===== config.mk =====
export PLATFORM = sky130hd
export DESIGN_NAME = c2s_div_cell
export DESIGN_NICKNAME = d
export VERILOG_FILES = /design/src/design/c2s_pkg.sv /design/src/design/c2s_div_cell.sv
export SDC_FILE = /design/constraint.sdc
export NUM_CORES = 1
export LEC_CHECK = 0
export BUFFER_PORTS_ARGS = -buffer_cell sky130_fd_sc_hd__buf_4
export CAP_MARGIN = 20
export CORE_AREA = 2 2 243 245
export CTS_CLUSTER_DIAMETER = 50
export DETAILED_ROUTE_END_ITERATION = 7
export DIE_AREA = 0 0 245 247
export GPL_ROUTABILITY_DRIVEN = 0
export MAX_ROUTING_LAYER = met4
export PLACE_DENSITY = 0.44
export RECOVER_POWER = 25
export SYNTH_ARGS = -nofsm -noshare
export SYNTH_HDL_FRONTEND = slang
export SYNTH_SLANG_ARGS = --single-unit

===== constraint.sdc =====
create_clock -name clk -period 3.9 [get_ports clk]
set_input_delay 0.78 -clock clk [delete_from_list [all_inputs] [get_ports clk]]
set_output_delay 0.78 -clock clk [all_outputs]
set_load 0.05 [all_outputs]

===== src/design/c2s_pkg.sv =====
// Shared constants and functions for the Cartesian to spherical converter
`timescale 1ns / 1ps
`default_nettype none
package c2s_pkg;
    localparam int FRAC_BITS_DEF = 16;
    localparam int CORDIC_STAGES_DEF = 20;
    localparam int COMP_W = 24;
    localparam int ANG_W = 25;
    localparam int GUARD = 30;
    // CORDIC datapath width: 24-bit operand, 30 guard bits, growth and sign
    localparam int CW = 58;
    localparam int AW = 43;
    // square of 24-bit values summed over three terms
    localparam int SQ_W = 50;
    localparam int ROOT_W = 25;
    localparam int DIV_W = 48;

    // atan(2^-i) in degrees, Q32, from the odd power series
    function automatic logic signed [AW-1:0] stage_angle(input int i);
        logic [63:0] k52;
        logic signed [63:0] acc;
        logic signed [63:0] term;
        int sh;
        k52 = 64'd246083499207 << 20;
        acc = '0;
        if (i == 0)
        begin
            acc = 64'sd45 <<< 32;
            return acc[AW-1:0];
        end
        for (int k = 0; k < 32; k++)
        begin
            sh = i * (2 * k + 1);
            if (sh < 60)
            begin
                term = $signed(64'(k52 >> sh) / 64'(2 * k + 1));
                acc = (k % 2 == 1) ? acc - term : acc + term;
            end
        end
        acc = (acc + (64'sd1 <<< 19)) >>> 20;
        return acc[AW-1:0];
    endfunction
endpackage
`default_nettype wire


===== src/design/c2s_div_cell.sv =====
// One restoring division step for the three normalized components
`timescale 1ns / 1ps
`default_nettype none
module c2s_div_cell #(
    parameter int STEP = 0
) (
    input  wire logic                      clk,
    input  wire logic [c2s_pkg::DIV_W-1:0] rem_in [3],
    input  wire logic [c2s_pkg::DIV_W-1:0] quo_in [3],
    input  wire logic [c2s_pkg::DIV_W-1:0] den,
    output logic      [c2s_pkg::DIV_W-1:0] rem_out [3],
    output logic      [c2s_pkg::DIV_W-1:0] quo_out [3]
);
    localparam int SH = c2s_pkg::DIV_W - 1 - STEP;
    logic [2*c2s_pkg::DIV_W-1:0] dsh;
    assign dsh = {{c2s_pkg::DIV_W{1'b0}}, den} << SH;

    always_ff @(posedge clk)
    begin
        for (int k = 0; k < 3; k++)
        begin
            if ({{c2s_pkg::DIV_W{1'b0}}, rem_in[k]} >= dsh)
            begin
                rem_out[k] <= rem_in[k] - dsh[c2s_pkg::DIV_W-1:0];
                quo_out[k] <= quo_in[k] | (c2s_pkg::DIV_W'(1) << SH);
            end
            else
            begin
                rem_out[k] <= rem_in[k];
                quo_out[k] <= quo_in[k];
            end
        end
    end
endmodule
`default_nettype wire


==> impl_results.md <==
* DP HPWL at 24,910 um
* Die X-Extent at 245 um
* Routed length per placed instance at 15.85 um
* Most frequent cells in the layout: buf_4, dfxtp_1, clkbuf_4
* Comb power frac at 0.144
* Pwr per Cell Area at 593.0 mW/mm2
* Worst setup path endpoint: rem_out[143]
* Max-slew violation count at 0
* Highest metal used: met4
* First-pass GRT wire length at 38,330 um
* Main synth FF type: dfxtp_1
* Depth of the worst hold-timing path at 1
* Row Count at 89
* Drt drc at 0
* CTS buffer count at 39
* RSZ-0062 raised after global routing: no
* Final Cycle Share at 0.5742
* Syn Inst Count at 367
* Detail Route met3 WL at 3508 um
* Die Y at 247 um
* Max-slew headroom at 0.3700
* Seq pwr share at 0.400
* Routed Antenna Nets at 0
* Initial DRC count at 93
* Initial Utilization at 0.1084
* Fin cells at 1,839
* CTS Root Cell: clkbuf_16
* Setup TNS at 0 ns
* Placed cell count at 1,769
* Core box area at 0.05824 mm2
* Final setup vio count at 0
* Clock Pin Slew Worst Setup and Hold Paths at 0.05 ns
* Pre-Repair DR Iteration Count at 4
* Switching portion of total power at 0.2706
* Syn Area/Cell at 17.20 um2
* Count of cell types in the netlist at 14
* Max Buffers Root-to-Sink at 3
* WHS at 0.3435 ns
* Tot GR Track Use at 0.09234
* Largest net degree at the start of global routing at 13
* CP Class: input pin to register
* Most common cell after layout, fill and taps aside: buf_4
* IO Port Bufs at 624
* Met2 wire len at 14,380 um
* Syn nets at 707
* Initial antenna violation count at 4
* Static leakage at 6.173 nW
* Full die area at 0.06052 mm2
* Post-synthesis register bit count at 288
* WP data required at 4.32 ns
* Max-cap violations at 0
* CP arrival at 2.66 ns
* # clock sinks at 288
* Crit-path max FO at 2
* CTS H-Tree Depth at 2
* Wl on met1 at 10,540 um
* Post-synthesis sequential area ratio at 0.9136
* Vias in the first global route at 5,760
* Final Net Count at 1,377
* Clock network power share at 0.456
* Fillers at 6,247
* CP Capture Type: register
* HP Class: input pin to register
* Via/cell ratio at 2.995
* Internal power at 5.756 mW
* Peak supply drop at 0.3120 mV
* CTS tree: built
* Layout cells sized above 1 at 0.6491
* CP startpoint: rem_in[110]
* Worst setup SP type: input pin
* Via count at 5,508
* Hold Fails Final Rpt at 0
* Mapped Area at 0.006311 mm2
* Number of synthesized flops with an enable pin at 0
* Number of synthesis warnings at 0
* Actual slew at the worst max-slew pin at 0.9364 ns
* Outcome: completed
* Final WL at 29,150 um
* Final period demand of the worst path at 2.240 ns
* Ys async rst share at 0
* Area Growth Syn to Fin at 110.8%
* GRT overflow at 0
* Post-CTS Hold Fix Bufs at 0
* Post-CTS sizing at 0
* # Post-CTS Setup Buffers at 0
* Fmax at 0.4465 GHz
* NetSw at 2.135 mW
* Ports at 625
-- per-layer routing --
layer  GRT usage  up-vias
met5           -        -
met4     0.03802        0
met3     0.04233       41
met2      0.1542      365
met1     0.09373     2485
li1            -     2617
-- through the flow --
step / power (mW) / setup slack (ns) / area, um2 / utilization
after detailed placement: 4.382 / 0.9972 / 12000 / 0.2060
after global placement: 4.379 / 0.7209 / 11990 / 0.2058
final: 7.891 / 1.660 / 13310 / 0.2285
after global routing: 8.183 / 1.478 / 13310 / 0.2285
after floorplan: 3.786 / 1.980 / 6311 / -
after CTS: 8.042 / 1.562 / 13320 / 0.2287
-- worst min-delay path by stage --
| stage | startpoint | endpoint | slack [ns] |
|---|---|---|---|
| after detailed placement | quo_in[39] | quo_out[39] | 0.89 |
| after CTS | quo_in[41] | quo_out[41] | 0.28 |
| after floorplan | quo_in[0] | quo_out[0] | 0.81 |
| final | quo_in[66] | quo_out[66] | 0.34 |
| after global placement | quo_in[14] | quo_out[14] | 0.88 |
| after global routing | quo_in[17] | quo_out[17] | 0.31 |
-- power by group through the flow --
stage | combinational, mW | sequential, mW | clock [mW]
after global routing | 1.18 | 3.17 | 3.83
final | 1.14 | 3.16 | 3.60
after CTS | 1.16 | 3.16 | 3.72
after floorplan | 0.0167 | 3.77 | 0
after global placement | 1.16 | 3.22 | 0
after detailed placement | 1.16 | 3.22 | 0
-- worst max-delay path, stage by stage --
cell and delay [ns]:
buf_4 0.12, nor4_1 0.54, nand4_1 0.43, o31ai_1 0.40, buf_4 0.16, nand2_1 0.07, mux2i_1 0.15
-- cells in the mapped netlist (2+ instances only) --
library cell	count	area, um2
mux2i_1	3	30.03
ha_1	3	37.54
dfxtp_1	288	5766
or2b_1	3	22.52
nor4b_2	2	30.03
nor4_1	43	269.0
nand4_1	12	75.07
nand2_1	3	11.26
inv_1	3	11.26
o31ai_1	3	22.52
-- state kept, by name (all words and copies together), names as in the netlist --
signal / count
quo_out: 144
rem_out: 144
-- kinds of logic (layout without fill, tap and decap cells) --
| kind of cell | Yosys count | in the layout | synth area share |
|---|---|---|---|
| compound gates | 3 | 3 | 0.003568 |
| fa+ha+maj | 3 | 3 | 0.005948 |
| buf+inv | 3 | 699 | 0.001784 |
| flops | 288 | 288 | 0.9136 |
| mux | 3 | 3 | 0.004758 |
| other cells | 0 | 3 | 0 |
| simple gates | 67 | 67 | 0.07038 |
-- cell type report --
| type | instances | area [um2] | area share |
|---|---|---|---|
| sequential | 288 | 5766 | 0.4333 |
| timing repair buffer | 629 | 4698 | 0.3531 |
| clock buffer | 49 | 1075 | 0.08078 |
| tap | 773 | 967.2 | 0.07269 |
| multi-input combinational | 76 | 534.3 | 0.04015 |
| clock inverter | 18 | 246.5 | 0.01853 |
| inverter | 3 | 11.26 | 0.0008463 |
| antenna | 3 | 7.507 | 0.0005642 |
No activity file was read; power rests on OpenSTA's default activity.
