==> config.mk <==
export PLATFORM = sky130hd
export DESIGN_NAME = c2s_root_cell
export DESIGN_NICKNAME = d
export VERILOG_FILES = /design/src/design/c2s_pkg.sv /design/src/design/c2s_root_cell.sv
export SDC_FILE = /design/constraint.sdc
export NUM_CORES = 1
export LEC_CHECK = 0
export ABC_CLOCK_PERIOD_IN_PS = 4600
export CAP_MARGIN = 5
export CORE_MARGIN = 1
export CORE_UTILIZATION = 50
export DETAILED_ROUTE_END_ITERATION = 6
export DONT_BUFFER_PORTS = 1
export SLEW_MARGIN = 20
export SYNTH_ARGS = -nofsm -noshare
export SYNTH_HDL_FRONTEND = slang
export SYNTH_SLANG_ARGS = --single-unit
export TNS_END_PERCENT = 100
==> constraint.sdc <==
create_clock -name clk -period 4.6 [get_ports clk]
set_clock_uncertainty 0.1 [all_clocks]
set_input_delay 1.15 -clock clk [delete_from_list [all_inputs] [get_ports clk]]
set_output_delay 1.15 -clock clk [all_outputs]
set_load 0.02 [all_outputs]
==> src/design/c2s_pkg.sv <==
// Shared constants and functions for the Cartesian to spherical converter
`timescale 1ns / 1ps
`default_nettype none
package c2s_pkg;
    localparam int FRAC_BITS_DEF = 16;
    localparam int CORDIC_STAGES_DEF = 20;
    localparam int COMP_W = 24;
    localparam int ANG_W = 25;
    localparam int GUARD = 30;
    // CORDIC datapath width: 24-bit operand, 30 guard bits, growth and sign
    localparam int CW = 58;
    localparam int AW = 43;
    // square of 24-bit values summed over three terms
    localparam int SQ_W = 50;
    localparam int ROOT_W = 25;
    localparam int DIV_W = 48;

    // atan(2^-i) in degrees, Q32, from the odd power series
    function automatic logic signed [AW-1:0] stage_angle(input int i);
        logic [63:0] k52;
        logic signed [63:0] acc;
        logic signed [63:0] term;
        int sh;
        k52 = 64'd246083499207 << 20;
        acc = '0;
        if (i == 0)
        begin
            acc = 64'sd45 <<< 32;
            return acc[AW-1:0];
        end
        for (int k = 0; k < 32; k++)
        begin
            sh = i * (2 * k + 1);
            if (sh < 60)
            begin
                term = $signed(64'(k52 >> sh) / 64'(2 * k + 1));
                acc = (k % 2 == 1) ? acc - term : acc + term;
            end
        end
        acc = (acc + (64'sd1 <<< 19)) >>> 20;
        return acc[AW-1:0];
    endfunction
endpackage
`default_nettype wire

==> src/design/c2s_root_cell.sv <==
// One step of the shift-subtract square root with rounding at the last cell
`timescale 1ns / 1ps
`default_nettype none
module c2s_root_cell #(
    parameter int STEP = 0,
    parameter int LAST = 0
) (
    input  wire logic                     clk,
    input  wire logic [c2s_pkg::SQ_W-1:0] s_in,
    input  wire logic [c2s_pkg::SQ_W-1:0] r_in,
    output logic      [c2s_pkg::SQ_W-1:0] s_out,
    output logic      [c2s_pkg::SQ_W-1:0] r_out
);
    localparam int BPOS = c2s_pkg::SQ_W - 2 - 2 * STEP;
    localparam logic [c2s_pkg::SQ_W-1:0] BIT = c2s_pkg::SQ_W'(1) << BPOS;
    logic [c2s_pkg::SQ_W-1:0] s_next, r_next, rb;

    always_comb
    begin
        rb = r_in + BIT;
        if (s_in >= rb)
        begin
            s_next = s_in - rb;
            r_next = (r_in >> 1) + BIT;
        end
        else
        begin
            s_next = s_in;
            r_next = r_in >> 1;
        end
        // round up when the remainder exceeds the root
        if (LAST != 0 && s_next > r_next)
            r_next = r_next + c2s_pkg::SQ_W'(1);
    end

    always_ff @(posedge clk)
    begin
        s_out <= s_next;
        r_out <= r_next;
    end
endmodule
`default_nettype wire

==> impl.org, run 1 <==
** Status
- The flow ran to the end, and the final reports show no timing, DRC or antenna violations.

** Hold path
- The worst hold path belongs to the class primary input to flip-flop.

** Cells and area
- The net count of the finished layout is 851.
- Fillers :: 1,042
- In the final layout, the share of cells above drive strength 1 is 5.97%.
- At the end of the flow the core is filled with cells to 55.5%.
- After the flow finishes, the layout carries non-filler instances totaling 847.
- Number of diodes added for antenna fixing :: 0
- Layout area overhead :: 7.33%

** Worst setup path
- Crit path kind :: primary input to flip-flop
- Data on the critical path arrives at its endpoint at 4.03 ns.
- Of all nets on the critical path, the largest fanout is 5.
- Startpoint type of the worst setup path :: primary input
- Crit path cell chain :: inv_1 -> ha_1 -> inv_1 -> fa_1 -> a211oi_1 -> o21ai_0 -> or3b_4 -> a21oi_4 -> or4_4 -> a31oi_4 -> o21ai_2 -> or3_1 -> a41o_1
- The cell that appears most often on the critical path is sky130_fd_sc_hd__inv_1.
- Data required time of the critical path :: 4.74 ns
- Crit path buf inv count :: 2
- The largest single stage delay on the critical path is 0.54 ns.
- STA classifies the critical path endpoint as a flip-flop.
- On the critical path the largest part of the delay comes from simple AND/OR/NAND/NOR gates.
- The slowest stage of the critical path belongs to the cell sky130_fd_sc_hd__or4_4.

** Drt
- Final routed DRC violation total :: 0
- Via Count :: 4,972
- Total length of routed wires :: 14,600 um
- Post-DRT Antenna Nets :: 0
- Wirelength per Cell :: 17.3 um
- The first routing iteration left 270 violations.
- Via-per-instance ratio :: 5.87
- Detailed Routing Iterations Pass 1 :: 5

** Global routing
- Overall global routing resource usage :: 23.3%
- Initial antenna violation count :: 0
- Vias in the first global route :: 4,774
- The total overflow left after global routing is 0.
- Maximum number of pins on one net before global-route repair :: 37
- First-pass GRT wire length :: 23,200 um

** Yosys
- Cell types with the largest area share after synthesis :: sky130_fd_sc_hd__dfxtp_1 34%, sky130_fd_sc_hd__ha_1 11%, sky130_fd_sc_hd__a21oi_1 7.1%
- Primary flip-flop cell chosen by synthesis mapping :: sky130_fd_sc_hd__dfxtp_1
- Share of synthesized registers carrying an async set or reset :: 0%
- Distinct cell type count after synthesis :: 70
- sky130_fd_sc_hd__dfxtp_1 is the most common cell in the netlist.
- In this run, synthesis produced a sequential element count of 100.
- The cell count after synthesis came out at 711.
- Largest area contributor in the netlist :: sky130_fd_sc_hd__dfxtp_1
- For this run, the number of Yosys warnings is 0.
- In this run the biggest area consumer among cell types represents 33.8% of the synthesized area.
- Ranking of synthesized cells by instance count :: 100 x sky130_fd_sc_hd__dfxtp_1, 84 x sky130_fd_sc_hd__a21oi_1, 63 x sky130_fd_sc_hd__inv_1, 63 x sky130_fd_sc_hd__nor2_1, 50 x sky130_fd_sc_hd__ha_1
- Of the synthesized area, sequential elements account for 33.8%.
- Summing every instance area after synthesis gives 5930 sq um.
- Post-synthesis average cell area :: 8.33 sq um
- Counting every net in the synthesized netlist gives 863.
- Number of enable flip-flop cells after synthesis :: 0

** Die
- The floorplan step set the die height to 111 um.
- Starting density of the core :: 51.7%
- In this run the core area contains 39 standard-cell rows.
- The core region is 11,500 sq um.
- The die covers 12,300 sq um.
- The floorplan step set the die width to 111 um.
- Pin placement for this block handled 201 I/O pins.

** Place
- Pre-CTS setup slack :: 0.363 ns
- The count of buffers added on input and output ports is 0.
- DP Wirelength :: 11,600 um
- At the end of routability-driven placement, the weighted congestion stood at 0.858.
- After detailed placement, the design holds a cell count of 831.

** CTS
- CTS tree :: yes
- Number of buffers on the longest clock path :: 2
- Post-CTS repair changed the size of 0 cells.
- After clock tree synthesis, the clock-pin slew on the worst setup and hold paths is 0.07 ns.
- CTS placed an instance of sky130_fd_sc_hd__clkbuf_16 at the clock tree root.
- Number of sinks on the clock net :: 100
- Post-CTS Setup Inserts :: 0
- Counting the buffers created by CTS gives 9.
- CTS built an H-tree with a depth of 3.
- Quantity of hold-fixing buffers added after cts :: 0

** Timing
- Achievable clock frequency :: 0.257 GHz
- Setup slack closes at 0.710 ns.
- The worst path uses 84.6% of the clock period.
- Setup violations remaining at the end of the flow were counted as 0.
- Final-report max-slew violation count :: 0
- At the pin with the least slew margin, the transition time is 0.630 ns.
- The worst path in the final design needs a cycle of 3.89 ns, including I/O delays and setup.
- Setup_tns :: 0 ns
- In this run the tightest slew margin relative to its limit is 57.5%.
- Setup repair after global routing left no endpoint under its margin.
- The final number of hold-violating endpoints was 0.

** Job
- The tool flagged a number of max-cap violations equal to 0.

** Power
- Power per cell area :: 419 nW/um^2
- Leakage power figure :: 2.87 nW
- Worst supply voltage drop on vdd :: 0.248 mV
## state kept, by name, summed over array words and instances, names as in the netlist
signal  cells
r_out      50
s_out      50
## worst paths after layout
kind	from	to	cells past startpoint
min	r_in[9]	r_out[8]$_DFF_P_	0
max	s_in[0]	s_out[46]$_DFF_P_	13
## metrics by stage
step,power [mW],area [sq um],hold WS [ns]
2_1_floorplan,1.68,5930,1.08
4_1_cts,2.67,6360,0.716
5_1_grt,2.79,6360,0.705
3_3_place_gp,1.82,6030,1.08
6_report,2.67,6360,0.718
3_5_place_dp,1.82,6030,1.08
## cell usage in the layout, fill, tap and decap left out, types with 2 or more instances in the layout
cell type	count
sky130_fd_sc_hd__buf_4	7
sky130_fd_sc_hd__o21ai_0	35
sky130_fd_sc_hd__a211oi_2	2
sky130_fd_sc_hd__xnor2_1	26
sky130_fd_sc_hd__xor2_1	12
sky130_fd_sc_hd__mux2_1	8
sky130_fd_sc_hd__a21o_1	26
sky130_fd_sc_hd__a21oi_1	84
sky130_fd_sc_hd__and4_1	5
sky130_fd_sc_hd__clkbuf_16	9
sky130_fd_sc_hd__o41ai_1	2
sky130_fd_sc_hd__a211oi_1	8
sky130_fd_sc_hd__and2_1	8
sky130_fd_sc_hd__a31oi_1	8
sky130_fd_sc_hd__dfxtp_1	100
sky130_fd_sc_hd__o21ai_1	2
sky130_fd_sc_hd__ha_1	50
sky130_fd_sc_hd__mux2i_1	2
sky130_fd_sc_hd__or3_1	3
sky130_fd_sc_hd__nor2b_1	9
sky130_fd_sc_hd__o21a_1	11
sky130_fd_sc_hd__and3_1	10
sky130_fd_sc_hd__nor3_1	4
sky130_fd_sc_hd__or2_2	2
sky130_fd_sc_hd__clkbuf_1	3
sky130_fd_sc_hd__nand2b_1	5
sky130_fd_sc_hd__nand3_1	14
sky130_fd_sc_hd__o21bai_1	8
sky130_fd_sc_hd__bufinv_16	3
sky130_fd_sc_hd__o211ai_1	6
sky130_fd_sc_hd__inv_1	63
sky130_fd_sc_hd__mux2_2	4
sky130_fd_sc_hd__nand4b_1	2
sky130_fd_sc_hd__nor2_1	63
sky130_fd_sc_hd__a41o_1	3
sky130_fd_sc_hd__nand2_1	45
sky130_fd_sc_hd__a311oi_1	2
sky130_fd_sc_hd__a211o_1	4
sky130_fd_sc_hd__nand4_1	12
## routing by layer
layer / track usage [%] / up-vias / wire (um)
met3: 8.58 / 12 / 1180
met4: 5.42 / 0 / 170
met2: 37.0 / 179 / 6650
li1: - / 2488 / -
met1: 29.9 / 2293 / 6630
met5: 0 / - / 0
## cell families after synthesis
kind of cell	synth area share (%)
flip-flops	33.8
multiplexers	2.62
AND/OR/NAND/NOR	15.6
AO/OA/AOI/OAI	24.9
buffers and inverters	6.57
adder cells (fa/ha/maj)	10.9
XOR/XNOR	5.62
## area by class of cell
class	count	area, sq um	area share, %
Clock buffer	12	236	3.72
Clock inverter	4	97.6	1.53
Inverter	63	236	3.72
Multi-Input combinational cell	517	3540	55.6
Sequential cell	100	2000	31.5
Tap cell	143	179	2.81
Timing Repair Buffer	8	72.6	1.14
## power by group
group	internal, mW	switching, mW
combinational	0.264	0.361
sequential	0.986	0.196
clock	0.532	0.325
(Power assumes the default switching activity.)
==> run 2: changes to the inputs <==
--- a/config.mk
+++ b/config.mk
@@ -5,12 +5,13 @@
 export SDC_FILE = /design/constraint.sdc
 export NUM_CORES = 1
 export LEC_CHECK = 0
-export ABC_CLOCK_PERIOD_IN_PS = 4600
+export ABC_CLOCK_PERIOD_IN_PS = 3300
 export CAP_MARGIN = 5
 export CORE_MARGIN = 1
 export CORE_UTILIZATION = 50
 export DETAILED_ROUTE_END_ITERATION = 6
 export DONT_BUFFER_PORTS = 1
+export PLACE_DENSITY = 0.68
 export SLEW_MARGIN = 20
 export SYNTH_ARGS = -nofsm -noshare
 export SYNTH_HDL_FRONTEND = slang
==> constraint.sdc (replaced) <==
create_clock -name clk -period 3.3 [get_ports clk]
set_clock_uncertainty 0.1 [all_clocks]
set_input_delay 0.825 -clock clk [delete_from_list [all_inputs] [get_ports clk]]
set_output_delay 0.825 -clock clk [all_outputs]
set_load 0.02 [all_outputs]
==> run 2 against run 1 <==
Total power rose by 48%. Flip-flop and latch count did not move. Critical path depth rose by 2. Count of clock-buffer cells in the layout fell by 1. Design area rose by 17%. Die area did not move. Non-clock buffer count rose by 115. Wire length rose by 11%. Sequential share of layout area fell by 4.6 points. Final cell count rose by 14%. Worst setup slack got worse by 0.61 ns. Core utilization rose by 9.4 points. Critical path type unchanged. Critical endpoint is now s_out[34]$_DFF_P_.
==> impl.org, run 2 (same netlist as run 1, synthesis figures left out) <==
** Status
- Result of the run :: complete, no violations

** Timing
- Subtracting the final worst setup slack from the clock period gives 3.20 ns.
- Final-report max-slew violation count :: 0 (unchanged)
- The max-slew headroom at the worst pin was 68.3% (+11 points).
- Final clock period utilization by the worst path :: 96.9%
- Static timing analysis puts the maximum clock frequency at 0.313 GHz.
- Measured slew at the worst slew-check pin :: 0.469 ns (-0.160 ns)
- Setup_tns :: 0 ns (unchanged)
- Final Hold Violating Endpoints :: 0 (unchanged)
- Final-report setup violation count :: 0 (unchanged)

** Worst setup path
- The worst setup path is launched from a primary input.
- The worst setup path is captured at a flip-flop.
- Cell with the largest stage delay on the worst path :: sky130_fd_sc_hd__fa_2
- Most frequent cell on the critical path :: sky130_fd_sc_hd__buf_4
- The data required time at the worst endpoint is 3.43 ns (-1.31 ns).
- Walking the worst path, the cells encountered are inv_12 -> ha_4 -> inv_2 -> fa_2 -> a211oi_2 -> o21ai_1 -> or3b_4 -> a21oi_4 -> o211ai_2 -> a31oi_4 -> a211o_4 -> buf_4 -> buf_4 -> nor2_1 -> a21oi_1.
- Crit path kind :: primary input to flip-flop
- The arrival time of data at the critical path endpoint was 3.33 ns (-0.70 ns).
- Critical path fanouts, max :: 11 (+6)
- The delay of the slowest cell on the worst path was 0.39 ns (-0.15 ns).

** Power
- The net switching power was 1.32 mW (+49%).
- The total power per unit cell area is 529 nW/um^2 (+26%).
- Clock share of power :: 29.6% (-2.6 points)
- The cell leakage power is 3.47 nW (+21%).
- The internal cell power is 2.62 mW (+47%).
- The worst-case vdd ir drop was 0.311 mV (+25%).
- The combinational fraction of design power is 28.6% (+5.1 points).
- The sequential share of power was 41.8% (-2.6 points).
- Switching part of the total :: 33.5% (+0.36 points)

** CTS
- The CTS buffer count was 9 (unchanged).
- The clock sink total came to 100 (unchanged).
- CTS tree :: yes
- Clk root buf :: sky130_fd_sc_hd__clkbuf_16
- The total of hold buffers inserted after clock tree synthesis came to 0 (unchanged).
- Number of buffers on the longest clock path :: 2 (unchanged)
- Level count of the clock H-tree :: 3 (unchanged)
- The CTS clock-pin slew for the worst setup and hold paths was 0.07 ns (about the same).

** Drt
- Wirelength per Cell :: 16.9 um (-2.1%)
- Via Count :: 5,451 (+9.6%)
- The per-cell via count in the routed design is 5.67 (-3.5%).
- Detailed Routing Iterations Pass 1 :: 5 (unchanged)
- The residual antenna-violating net count after detailed routing is 0 (unchanged).
- The detailed-route wire length came to 16,300 um (+11%).
- The number of remaining DRC errors came to 0 (unchanged).
- The violation count after the first detailed-route iteration is 253 (-6.3%).

** Global routing
- The remaining global-route overflow is 0 (unchanged).
- The global-route wire length before repair was 26,300 um (+13%).
- Overall global routing resource usage :: 26.3% (+3.0 points)
- Initial antenna violation count :: 0 (unchanged)
- Vias in the first global route :: 5,480 (+15%)
- The maximum number of pins on one net before global-route repair came to 23 (-38%).

** Cells and area
- Design Area, Final :: 7440 sq um (+17%)
- The count of inserted antenna diode cells is 0 (unchanged).
- Layout area overhead :: 25.6%
- The top cell types in the final layout, fill and taps aside, are 121 x sky130_fd_sc_hd__buf_4, 100 x sky130_fd_sc_hd__dfxtp_1, 84 x sky130_fd_sc_hd__a21oi_1.
- The footprint of the multi-input gates was 3740 sq um (+5.7%).
- The share of the core filled with cells came to 64.9% (+9.4 points).
- Register Area :: 2000 sq um (unchanged)
- Biggest regs :: r_out (50), s_out (50)
- Most common library cell in the layout ignoring fill and taps :: sky130_fd_sc_hd__buf_4
- Filler-free cell count of the finished design :: 962 (+14%)
- The final-layout fill cell count came to 968 (-7.1%).
- Share of cells above drive strength 1 :: 22.8% (+17 points)
- Fin nets :: 966 (+14%)

** Place
- The placed standard-cell area came to 7070 sq um (+17%).
- PortBufs :: 0 (unchanged)
- The post-placement cell count came to 945 (+14%).
- The half-perimeter wire length of the detailed placement result came to 13,200 um (+13%).
- Placer Congestion :: 0.918 (+7.1%)

** Die
- Horizontal die dimension :: 111 um (unchanged)
- Total number of placement rows :: 39 (unchanged)
- Ports placed on the boundary :: 201 (unchanged)
- The effective utilization at floorplan came to 51.7% (unchanged).
- Height of the chip :: 111 um (unchanged)
- The standard cell core area came to 11,500 sq um (unchanged).
- Full die area :: 12,300 sq um (unchanged)

** Hold path
- The tightest min-delay check is of the primary input to flip-flop type.

** Job
- Reported max-cap violation count :: 0 (unchanged)
==> run 2: cell types whose count changed in the layout (fill, tap and decap cells not counted), moves of 2 or more <==
cell	delta
sky130_fd_sc_hd__buf_4	+114
sky130_fd_sc_hd__mux2_4	+9
sky130_fd_sc_hd__ha_1	-8
sky130_fd_sc_hd__ha_4	+8
sky130_fd_sc_hd__mux2_1	-8
sky130_fd_sc_hd__inv_1	-4
sky130_fd_sc_hd__inv_2	+3
sky130_fd_sc_hd__a211oi_1	-2
sky130_fd_sc_hd__and3_1	-2
sky130_fd_sc_hd__and3_4	+2
sky130_fd_sc_hd__clkbuf_1	-2
sky130_fd_sc_hd__o21ai_0	-2
sky130_fd_sc_hd__o21ai_1	+2
==> run 2: through the flow <==
step	total power, mW	worst slack [ns]	hold WS [ns]
2_1_floorplan	2.39	-0.256	0.753
3_3_place_gp	2.76	-0.318	0.753
3_5_place_dp	2.78	-0.374	0.753
4_1_cts	3.94	0.0147	0.383
5_1_grt	4.12	-0.0117	0.377
6_report	3.94	0.103	0.389
==> run 2: worst paths after layout <==
path,startpoint,endpoint,slack (ns),depth (start not counted)
worst max-delay path,s_in[0],s_out[34]$_DFF_P_,0.10,15
worst min-delay path,r_in[43],r_out[42]$_DFF_P_,0.39,0
==> run 2: power by group through the flow <==
stage	clock, mW	combinational, mW	sequential [mW]
floorplan	0	0.744	1.65
global placement	0	1.08	1.68
detailed placement	0	1.10	1.68
CTS	1.18	1.11	1.65
global route	1.22	1.24	1.66
finish	1.16	1.13	1.65
==> run 2: repair_timing <==
action,in CTS,in global routing
pin swaps,1,5
resized for setup,0,7
gates cloned,0,0
setup buffers,0,1
setup endpoints to repair,2,20
==> run 2: final cells by class <==
cell class,count,share of cell area [%]
sequential,100,26.9
timing repair buffer,123,12.7
inverter,63,3.35
clock inverter,5,1.13
clock buffer,11,3.26
tap,143,2.40
multi-input combinational,517,50.2
==> run 2: worst max-delay path, delay by kind of cell <==
kind	cells	cell delay, ns
adder cells (fa/ha/maj)	2	0.51
AO/OA/AOI/OAI	7	1.18
AND/OR/NAND/NOR	2	0.38
buffers and inverters	4	0.43
==> run 2: layer usage <==
layer	track usage (%)	part of all wire [%]	vias to the layer above
li1	-	-	2705
met2	44.5	47	192
met5	0	0	-
met3	6.67	6.4	29
met1	32.2	44	2525
met4	9.42	2.3	0
