`src/design/c2s_pkg.sv`:
```
// Shared constants and functions for the Cartesian to spherical converter
`timescale 1ns / 1ps
`default_nettype none
package c2s_pkg;
    localparam int FRAC_BITS_DEF = 16;
    localparam int CORDIC_STAGES_DEF = 20;
    localparam int COMP_W = 24;
    localparam int ANG_W = 25;
    localparam int GUARD = 30;
    // CORDIC datapath width: 24-bit operand, 30 guard bits, growth and sign
    localparam int CW = 58;
    localparam int AW = 43;
    // square of 24-bit values summed over three terms
    localparam int SQ_W = 50;
    localparam int ROOT_W = 25;
    localparam int DIV_W = 48;

    // atan(2^-i) in degrees, Q32, from the odd power series
    function automatic logic signed [AW-1:0] stage_angle(input int i);
        logic [63:0] k52;
        logic signed [63:0] acc;
        logic signed [63:0] term;
        int sh;
        k52 = 64'd246083499207 << 20;
        acc = '0;
        if (i == 0)
        begin
            acc = 64'sd45 <<< 32;
            return acc[AW-1:0];
        end
        for (int k = 0; k < 32; k++)
        begin
            sh = i * (2 * k + 1);
            if (sh < 60)
            begin
                term = $signed(64'(k52 >> sh) / 64'(2 * k + 1));
                acc = (k % 2 == 1) ? acc - term : acc + term;
            end
        end
        acc = (acc + (64'sd1 <<< 19)) >>> 20;
        return acc[AW-1:0];
    endfunction
endpackage
`default_nettype wire

```
`src/design/c2s_cordic_cell.sv`:
```
// One vectoring CORDIC micro-rotation with angle accumulation
`timescale 1ns / 1ps
`default_nettype none
module c2s_cordic_cell #(
    parameter int STAGE = 0
) (
    input  wire logic                            clk,
    input  wire logic signed [c2s_pkg::CW-1:0]   x_in,
    input  wire logic signed [c2s_pkg::CW-1:0]   y_in,
    input  wire logic signed [c2s_pkg::AW-1:0]   a_in,
    output logic signed      [c2s_pkg::CW-1:0]   x_out,
    output logic signed      [c2s_pkg::CW-1:0]   y_out,
    output logic signed      [c2s_pkg::AW-1:0]   a_out
);
    localparam logic signed [c2s_pkg::AW-1:0] ANG = c2s_pkg::stage_angle(STAGE);
    logic signed [c2s_pkg::CW-1:0] dx, dy;

    assign dx = y_in >>> STAGE;
    assign dy = x_in >>> STAGE;

    always_ff @(posedge clk)
    begin
        if (y_in > 0)
        begin
            x_out <= x_in + dx;
            y_out <= y_in - dy;
            a_out <= a_in + ANG;
        end
        else
        begin
            x_out <= x_in - dx;
            y_out <= y_in + dy;
            a_out <= a_in - ANG;
        end
    end
endmodule
`default_nettype wire

```
`config.mk`:
```
export PLATFORM = sky130hd
export DESIGN_NAME = c2s_cordic_cell
export DESIGN_NICKNAME = d
export VERILOG_FILES = /design/src/design/c2s_pkg.sv /design/src/design/c2s_cordic_cell.sv
export SDC_FILE = /design/constraint.sdc
export NUM_CORES = 1
export LEC_CHECK = 0
export ABC_CLOCK_PERIOD_IN_PS = 5300
export BUFFER_PORTS_ARGS = -buffer_cell sky130_fd_sc_hd__buf_2
export CAP_MARGIN = 10
export CELL_PAD_IN_SITES_DETAIL_PLACEMENT = 0
export CELL_PAD_IN_SITES_GLOBAL_PLACEMENT = 1
export CORE_MARGIN = 2
export CORE_UTILIZATION = 41
export DETAILED_ROUTE_END_ITERATION = 7
export HOLD_SLACK_MARGIN = 0.05
export PLACE_DENSITY = 0.95
export SLEW_MARGIN = 20
export SYNTH_ARGS = -nofsm -noshare
export SYNTH_HDL_FRONTEND = slang
export SYNTH_SLANG_ARGS = --single-unit
```
`constraint.sdc`:
```
create_clock -name clk -period 5.3 [get_ports clk]
set_input_delay 1.06 -clock clk [delete_from_list [all_inputs] [get_ports clk]]
set_output_delay 1.06 -clock clk [all_outputs]
set_load 0.1 [all_outputs]
```
==> results.md, run 1 <==
* Fill count at 3,494
* Hold WC Path Type: input port to flip-flop
* Final setup viols at 0
* Post-synthesis mux area share at approximately 1.9%
* Wire length per cell at 23.1 um
* Area contributors post-synth: dfxtp_1, ha_1, a21oi_1
* Critical path's slowest cell: ha_1
* Layout cells sized above 1 at roughly a fifth
* Starting Density at a little over two fifths
* Critical path launch point type: input port
* Leak at 7.94 nW
* Syn Nets at 2,280
* Gr usage total at 32.8%
* Max Cap Viol at 0
* Distinct cells, synth at a little over 80
* Worst-margin pin slew at 1.07 ns
* Slew Limit Fails at 0
* GRT Residual Overflow at 0
* VDD IR max at between 0.0003 and 0.0004 V
* Worst setup path start: y_in[12]
* Post-synthesis compound-gate area fraction at 30.1%
* Clock Tree Root: clkbuf_16
* Share of flip-flops with an asynchronous set or reset at 0%
* Area of the core at roughly 35,000 sq um
* Max_slew headroom at 28.1%
* Commonest non-fill, non-tap cell in the layout: buf_2
* I/O pin cnt at ~320
* Mapped Cells at roughly 1,900
* Area delta synth->final at 18.7%
* CTS-repair resized insts at 0
* Outcome: complete, no violations
* Row count at 68
* DR pass1 iterations at 8
* Total power at ~6.5 mW
* Global placement routability congestion at 1.03
* Post-Route Utilization at 49.6%
* Ys Warns at 0
* Flops & latches, synth at approximately 160
* Final Cycle Share at between 80 and 90%
* Full die area at 36,900 sq um
* H-tree depth at 4
* Yosys top cell area share at 21.8%
* CP required at 5.70 ns
* Final ANT Viol Nets at 0
* Max Fanout on Critical Path at 14
* Via count at 16,000
* Global-route wire length before repair at 90,900 um
* Primary FF master, synth: dfxtp_1
* Final HPWL DP at 50,800 um
* Seq/Total Area, Yosys at 21.8%
* Pin count of the biggest net entering global routing at 127
* Die width at between 150 and 200 um
* XOR/XNOR share of the synthesized area at 7.19%
* Post-CTS Setup Inserts at 0
* Commonest cells after routing, fill and taps aside: buf_2, a21oi_1, ha_1
* Final hold vios at 0
* Area leader, netlist: dfxtp_1
* Worst path cell trace: buf_2 -> ha_1 -> nand4_1 -> or3_1 -> a311oi_1 -> nor3_1 -> buf_4 -> a2bb2oi_1 -> o21a_1 -> o21bai_1 -> a211oi_1 -> a221oi_1 -> xnor2_1
* Post-Synth Simple-Gate Area at 15.8%
* Setup TNS at 0 ns
* Vias in the first global route at around 15,000
* Clock transition at path regs at approximately 0.07 ns
* Total Wirelength at 62,200 um
* Largest family of logic cells by synthesized area: compound AO/OA/AOI/OAI gates
* Critical path arrival at between 4 and 5 ns
* EDFF count, synth at 0
* WS Path Type: input port to flip-flop
* Maximum clock insertion buffer count at 2
* TritonCTS buffer count at 17
* PwrDens at 377 nW/um^2
* Drc violations at 0
* CP Capture Type: flip-flop
* Max Freq at 222 MHz
* Post-synthesis adder-cell area fraction at 16.1%
* Max stage delay on crit path at 0.63 ns
* Layout net count at about 2,600
* CTS tree: yes
* Cts hold-fix bufs at 0
* Mapped Area at 14,500 sq um
* DR iter-0 viols at about 1,500
* Die Y at 192 um
* Clk sinks at ~160
* Hold Crit Start: a_in[22]
* Fin crit period at 4.51 ns
* RSZ-0062 raised after global routing: no
* Syn avg cell area at 7.49 sq um
* Initial antenna violation count at 2
* Port bufs at 318
* Routed vias/inst at 5.92
[through the flow]
step | cell area (sq um) | hold WS [ns] | setup WS, ns | cells
floorplan | 14500 | 1.09 | 0.991 | 1936
global placement | 16600 | 1.16 | 0.485 | 2662
detailed placement | 16600 | 1.16 | 0.403 | 2662
CTS | 17200 | 0.673 | 0.868 | 2693
global route | 17200 | 0.669 | 0.635 | 2693
finish | 17200 | 0.680 | 0.791 | 2694
[state kept, by name, summed over array words and instances, names as in the netlist]
name   flops
a_out     43
x_out     58
y_out     57
[power by group]
group / switching [mW] / internal (mW)
Combinational: 2.94 / 0.743
Sequential: 0.0789 / 1.43
Clock: 0.589 / 0.701
Total: 3.61 / 2.88
[cell usage after synthesis (11+ instances only)]
cell type	number
inv_2	11
o21bai_1	58
a21oi_1	271
o21ai_1	30
buf_2	12
or3_1	16
nor2_1	159
ha_1	180
nand2b_1	11
o21ai_0	117
mux2i_1	28
nor4_1	25
o31ai_1	19
inv_1	170
nor2b_1	20
nand4_1	40
a211oi_1	27
nor3_1	44
nand2_1	95
o21a_1	26
clkbuf_1	53
buf_1	16
a21o_1	30
dfxtp_1	158
nand3_1	25
xnor2_1	115
a31oi_1	16
[metal layers]
layer	routed length [um]	vias to the layer above	global-route usage, %
li1	-	7456	-
met2	27500	844	52.4
met1	26700	7524	43.2
met5	0	-	0
met4	2280	0	12.4
met3	5670	135	7.11
[worst max-delay path, delay by kind of cell]
kind	cells	cell delay, ns
xor+xnor	1	0.16
buf+inv	2	0.36
simple gates	3	1.01
compound gates	6	1.68
fa+ha+maj	1	0.63
[final timing paths]
kind / endpoint / cells past startpoint
worst max-delay path: x_out[47] / 13
worst min-delay path: a_out[22] / 1
[cells by family after synthesis]
group | Yosys count
xor gates and xnor gates | 119
adders and majority gates | 184
and+or+nand+nor | 476
DFF | 158
buffers and inverters | 269
muxes | 28
AOI/OAI and AO/OA | 702
[area by class of cell]
type,instances,area [sq um],share of cell area (%)
Multi-Input combinational cell,1509,10300,60.0
Sequential cell,158,3160,18.4
Timing Repair Buffer,353,1870,10.8
Inverter,187,702,4.08
Tap cell,455,569,3.31
Clock buffer,18,429,2.49
Clock inverter,13,153,0.887
Antenna cell,1,2.50,0.0145
(Power assumes the default switching activity.)
==> run 2, diff against run 1 <==
--- a/config.mk
+++ b/config.mk
@@ -8,13 +8,11 @@
 export ABC_CLOCK_PERIOD_IN_PS = 5300
 export BUFFER_PORTS_ARGS = -buffer_cell sky130_fd_sc_hd__buf_2
 export CAP_MARGIN = 10
-export CELL_PAD_IN_SITES_DETAIL_PLACEMENT = 0
-export CELL_PAD_IN_SITES_GLOBAL_PLACEMENT = 1
 export CORE_MARGIN = 2
-export CORE_UTILIZATION = 41
+export CORE_UTILIZATION = 50
 export DETAILED_ROUTE_END_ITERATION = 7
 export HOLD_SLACK_MARGIN = 0.05
-export PLACE_DENSITY = 0.95
+export PLACE_DENSITY = 0.86
 export SLEW_MARGIN = 20
 export SYNTH_ARGS = -nofsm -noshare
 export SYNTH_HDL_FRONTEND = slang
==> results.md, run 2 (synthesized netlist as in run 1, its figures left out) <==
* Post-route worst setup slack at 0.530 ns (-0.261 ns)
* Maximum clock insertion buffer count at 2 (unchanged)
* CP required at 5.64 ns (-0.06 ns)
* Post-CTS Setup Inserts at 0 (unchanged)
* Layout net count at 2,577 (+0.27%)
* Row count at 62 (-8.8%)
* Final hold vios at 0 (unchanged)
* CTS tree: yes
* Critical path arrival at 5.11 ns (+0.20 ns)
* Hold WC Path Type: input port to flip-flop
* CP Capture Type: flip-flop
* Critical path launch point type: input port
* Area delta synth->final at 18.5%
* Vias in the first global route at 15,700 (+3.6%)
* Port bufs at 318 (unchanged)
* Final setup viols at 0 (unchanged)
* PwrDens at 381 nW/um^2 (+1.1%)
* Max_slew headroom at 41.2% (+13 points)
* Total Wirelength at 65,200 um (+4.8%)
* Register with the most flip-flops: x_out
* Fill count at 2,631 (-25%)
* Clk sinks at 158 (unchanged)
* Number of flip-flops in the largest register at 58 (unchanged)
* Wire length per cell at 24.8 um (+7.3%)
* Max Cap Viol at 0 (unchanged)
* GRT Residual Overflow at 0 (unchanged)
* Worst-margin pin slew at 0.877 ns (-0.192 ns)
* Gr usage total at 41.7% (+8.9 points)
* Die Y at 174 um (-9.2%)
* Setup TNS at 0 ns (unchanged)
* Initial antenna violation count at 5 (+3)
* RSZ-0062 raised after global routing: no
* Final Cycle Share at 90.0% (+4.9 points)
* Area of the core at 28,600 sq um (-18%)
* Commonest non-fill, non-tap cell in the layout: buf_2
* Clock transition at path regs at 0.07 ns (about the same)
* TritonCTS buffer count at 17 (unchanged)
* Via count at 16,700 (+4.4%)
* Slew Limit Fails at 0 (unchanged)
* Commonest cells after routing, fill and taps aside: buf_2, a21oi_1, ha_1
* Top Registers: x_out (58), y_out (57), a_out (43)
* Full die area at 30,400 sq um (-18%)
* DR pass1 iterations at 6 (-2)
* Max Freq at 210 MHz (-5.5%)
* Layout cells sized above 1 at 19.0% (+0.29 points)
* I/O pin cnt at 319 (unchanged)
* Global placement routability congestion at 1.06 (+2.6%)
* WS Path Type: input port to flip-flop
* Clock Tree Root: clkbuf_16
* H-tree depth at 4 (unchanged)
* Dpl ws at 0.328 ns (-0.0746 ns)
* Pin count of the biggest net entering global routing at 128 (+0.79%)
* DR iter-0 viols at 2,351 (+55%)
* VDD IR max at 0.000353 V (+11%)
* Global-route wire length before repair at 96,200 um (+5.8%)
* CTS-repair resized insts at 0 (unchanged)
* Leak at 7.98 nW (+0.45%)
* Final ANT Viol Nets at 0 (unchanged)
* Final HPWL DP at 53,300 um (+4.9%)
* Fin crit period at 4.77 ns (+0.261 ns)
* Outcome: complete, no violations
* Starting Density at 50.7% (+8.9 points)
* Max Fanout on Critical Path at 12 (-2)
* Die width at 174 um (-9.2%)
* Drc violations at 0 (unchanged)
* Cts hold-fix bufs at 0 (unchanged)
* Routed vias/inst at 6.33 (+6.8%)
[run 2: cell type report]
cell class	count	area, sq um	share of cell area, %
inverter	187	702	4.08
sequential	158	3160	18.4
multi-input combinational	1509	10300	60.1
antenna	3	7.51	0.0437
clock inverter	13	151	0.881
tap	384	480	2.79
clock buffer	19	443	2.58
timing repair buffer	360	1920	11.2
[run 2: per-layer routing]
metal	track usage, %	vias to the layer above	routed length, um
li1	-	7490	-
met1	55.3	7790	26600
met2	63.5	1192	27800
met3	9.71	186	7430
met4	20.8	2	3350
met5	0	-	13
[run 2: power by group]
group	leakage (nW)	internal, mW	switching [mW]
combinational	6.36	0.751	2.99
sequential	1.33	1.43	0.0771
clock	0.283	0.716	0.583
total	7.98	2.90	3.65
[run 2: worst paths after layout]
kind     start   endpoint  slack (ns)  cells past startpoint
max   x_in[17]  y_out[54]        0.53                     15
min    a_in[7]   a_out[7]        0.69                      1
[run 2: per-stage QoR]
stage                     area (sq um)  utilization, %  hold slack, ns  power, mW  cells
after floorplan                  14500               -            1.09       4.35   1936
after global placement           16600            58.0            1.16       5.19   2598
after detailed placement         16600            58.0            1.16       5.20   2598
after CTS                        17200            60.0           0.684       6.50   2630
after global routing             17200            60.0           0.691       6.73   2632
final                            17200            60.1           0.695       6.55   2633
[run 2: worst max-delay path, stage by stage]
cell	delay (ns)
buf_2	0.10
inv_1	0.05
ha_1	0.57
buf_4	0.24
nand4_1	0.16
or4_1	0.65
a211oi_1	0.76
a211o_1	0.25
a221oi_2	0.12
o21ai_1	0.15
buf_4	0.20
a2111oi_0	0.12
a211oi_1	0.38
o41ai_2	0.15
xnor2_1	0.14
==> run 3, diff against run 2 <==
--- a/config.mk
+++ b/config.mk
@@ -5,6 +5,7 @@
 export SDC_FILE = /design/constraint.sdc
 export NUM_CORES = 1
 export LEC_CHECK = 0
+export ABC_AREA = 1
 export ABC_CLOCK_PERIOD_IN_PS = 5300
 export BUFFER_PORTS_ARGS = -buffer_cell sky130_fd_sc_hd__buf_2
 export CAP_MARGIN = 10
@@ -12,7 +13,7 @@
 export CORE_UTILIZATION = 50
 export DETAILED_ROUTE_END_ITERATION = 7
 export HOLD_SLACK_MARGIN = 0.05
-export PLACE_DENSITY = 0.86
+export PLACE_DENSITY = 0.84
 export SLEW_MARGIN = 20
 export SYNTH_ARGS = -nofsm -noshare
 export SYNTH_HDL_FRONTEND = slang
==> results.md, run 3 <==
* Outcome: complete, no violations
* Register with the most flip-flops: x_out
* Combinational Power Share at 56.5% (-0.6 points)
* Hold WC Path Type: input port to flip-flop
* Die width at 202 um (+16%)
* Hold Crit Start: a_in[0]
* TritonCTS buffer count at 17 (unchanged)
* GRT Residual Overflow at 0 (unchanged)
* Sw Pwr at 3.63 mW (-0.50%)
* EDFF count, synth at 0 (unchanged)
* XOR/XNOR share of the synthesized area at 3.50% (-3.7 points)
* Critical path arrival at 4.12 ns (-0.99 ns)
* Critical path launch point type: input port
* Area contributors post-synth: nand2_1, dfxtp_1, inv_1
* Met1 usage at 50.8% (-4.5 points)
* Distinct cells, synth at 41 (-49%)
* CTS tree: yes
* Post-synthesis mux area share at 0% (-1.9 points)
* CP required at 5.58 ns (-0.06 ns)
* Pin count of the biggest net entering global routing at 93 (-27%)
* Worst-margin pin slew at 1.15 ns (+0.276 ns)
* Total Wirelength at 78,500 um (+20%)
* Clock Power Share at 20.4% (+0.6 points)
* Area leader, netlist: nand2_1
* Syn Nets at 3,934 (+73%)
* Commonest cells in the netlist: nand2_1, inv_1, nand3_1, nor2_1, ha_1
* Share of flip-flops with an asynchronous set or reset at 0% (unchanged)
* Clock Tree Root: clkbuf_16
* Post-CTS Setup Inserts at 0 (unchanged)
* Layout net count at 4,200 (+63%)
* Top Registers: x_out (58), y_out (57), a_out (43)
* Fin crit period at 3.84 ns (-0.929 ns)
* RSZ-0062 raised after global routing: no
* Area of the core at 38,600 sq um (+35%)
* Max_slew headroom at 23.2% (-18 points)
* Port bufs at 318 (unchanged)
* PwrDens at 294 nW/um^2 (-23%)
* Setup TNS at 0 ns (unchanged)
* Primary FF master, synth: dfxtp_1
* Vias in the first global route at 21,500 (+37%)
* Slew Limit Fails at 0 (unchanged)
* Seq/Total Area, Yosys at 16.2% (-5.6 points)
* Internal power at 2.82 mW (-2.7%)
* Die Y at 202 um (+16%)
* Max Cap Viol at 0 (unchanged)
* Final setup viols at 0 (unchanged)
* VDD IR max at 0.000252 V (-29%)
* GRT met2 Usage at 59.5% (-3.9 points)
* Initial antenna violation count at 1 (-4)
* Worst setup path start: y_in[39]
* WS Path Type: input port to flip-flop
* Row count at 72 (+16%)
* Post-synthesis compound-gate area fraction at 8.40% (-22 points)
* Wire length per cell at 17.9 um (-28%)
* Global route hottest layer: met2
* Routed vias/inst at 5.34 (-16%)
* Final ANT Viol Nets at 0 (unchanged)
* Largest family of logic cells by synthesized area: simple AND/OR/NAND/NOR gates
* Seq pwr share at 23.0% (about the same)
* Max Fanout on Critical Path at 92 (+80)
* Via count at 23,400 (+41%)
* Global placement routability congestion at 1.08 (+2.3%)
* Hold Slack at 0.703 ns (+0.00812 ns)
* Commonest cells after routing, fill and taps aside: nand2_1, inv_1, buf_2
* H-tree depth at 4 (unchanged)
* Post-synthesis adder-cell area fraction at 11.9% (-4.1 points)
* Flops & latches, synth at 158 (unchanged)
* Post-route worst setup slack at 1.46 ns (+0.929 ns)
* Ys Warns at 0 (unchanged)
* Final Cycle Share at 72.5% (-18 points)
* Cts hold-fix bufs at 0 (unchanged)
* Post-Synth Simple-Gate Area at 42.9% (+27 points)
* Area delta synth->final at 12.2%
* Commonest non-fill, non-tap cell in the layout: nand2_1
* Max Freq at 260 MHz (+24%)
* Gr usage total at 38.0% (-3.7 points)
* Syn avg cell area at 5.44 sq um (-27%)
* Drc violations at 0 (unchanged)
* Most frequent cell after synthesis: nand2_1
* Dpl ws at 1.15 ns (+0.826 ns)
* Post-Route Utilization at 56.7% (-3.3 points)
* DR iter-0 viols at 2,703 (+15%)
* Final hold vios at 0 (unchanged)
* DR pass1 iterations at 7 (+1)
* Clock transition at path regs at 0.07 ns (about the same)
* Clk sinks at 158 (unchanged)
* CP Capture Type: flip-flop
* Yosys top cell area share at 26.2% (+4.4 points)
* CTS-repair resized insts at 0 (unchanged)
* I/O pin cnt at 319 (unchanged)
* Final HPWL DP at 66,900 um (+26%)
* Fill count at 4,187 (+59%)
* Global-route wire length before repair at 118,000 um (+23%)
* Met3 Use GR at 5.15% (-4.6 points)
* Mapped Area at 19,500 sq um (+35%)
* Layout cells sized above 1 at 10.5% (-8.5 points)
* Starting Density at 50.6% (-0.12 points)
* Mapped Cells at 3,590 (+85%)
* Number of flip-flops in the largest register at 58 (unchanged)
* Switching share of power at 56.3% (+0.55 points)
* Leak at 13.4 nW (+68%)
* Full die area at 40,700 sq um (+34%)
* Maximum clock insertion buffer count at 2 (unchanged)
[run 3: cell types whose count changed after synthesis, moves of 31 or more]
cell	delta
nand2_1	+1269
inv_1	+580
nand3_1	+239
a21oi_1	-112
xnor2_1	-110
nor2_1	+87
xor2_1	+69
clkbuf_1	-48
o21bai_1	-38
nand4_1	+36
nor3_1	-31
[run 3: kinds of logic (layout without fill, tap and decap cells)]
kind of cell | after synthesis | in the layout
flip-flops | 158 | 158
XOR/XNOR | 78 | 78
AO/OA/AOI/OAI | 309 | 309
other | 0 | 1
adder cells (fa/ha/maj) | 184 | 184
AND/OR/NAND/NOR | 2028 | 2028
buffers and inverters | 833 | 1111
[run 3: metal layers]
metal | share of wire [%] | vias to the layer above
li1 | - | 11400
met1 | 40 | 10400
met2 | 42 | 1414
met3 | 11 | 213
met4 | 5.7 | 0
met5 | 0 | -
[run 3: critical path, cell delays in order]
cell     delay, ns
buf_2         0.13
nor4_1        0.73
nand3_1       0.14
nor2_1        0.13
nand2_1       0.19
nand2_4       0.11
buf_4         0.35
buf_4         0.86
o21ai_0       0.27
[run 3: final cells by class]
type | count | area, sq um | share of cell area, %
Multi-Input combinational cell | 2599 | 13000 | 59.5
Sequential cell | 158 | 3160 | 14.4
Inverter | 757 | 2840 | 13.0
Timing Repair Buffer | 323 | 1630 | 7.43
Tap cell | 518 | 648 | 2.96
Clock buffer | 18 | 439 | 2.00
Clock inverter | 13 | 154 | 0.702
Antenna cell | 1 | 2.50 | 0.0114
[run 3: worst paths after layout]
check / endpoint / slack [ns] / cells past startpoint
worst max-delay path: y_out[20] / 1.46 / 9
worst min-delay path: a_out[0] / 0.70 / 1
[run 3: through the flow]
stage	std cells	total power, mW	instance area, sq um
finish	4387	6.45	21900
global route	4387	6.72	21900
CTS	4386	6.38	21900
detailed placement	4355	5.07	21300
global placement	4355	5.07	21300
floorplan	3590	4.23	19500
[run 3: power by group through the flow]
stage / clock [mW] / combinational (mW) / sequential, mW
floorplan: 0 / 1.33 / 2.90
global placement: 0 / 3.55 / 1.51
detailed placement: 0 / 3.57 / 1.51
CTS: 1.32 / 3.57 / 1.48
global route: 1.38 / 3.85 / 1.50
finish: 1.32 / 3.65 / 1.49
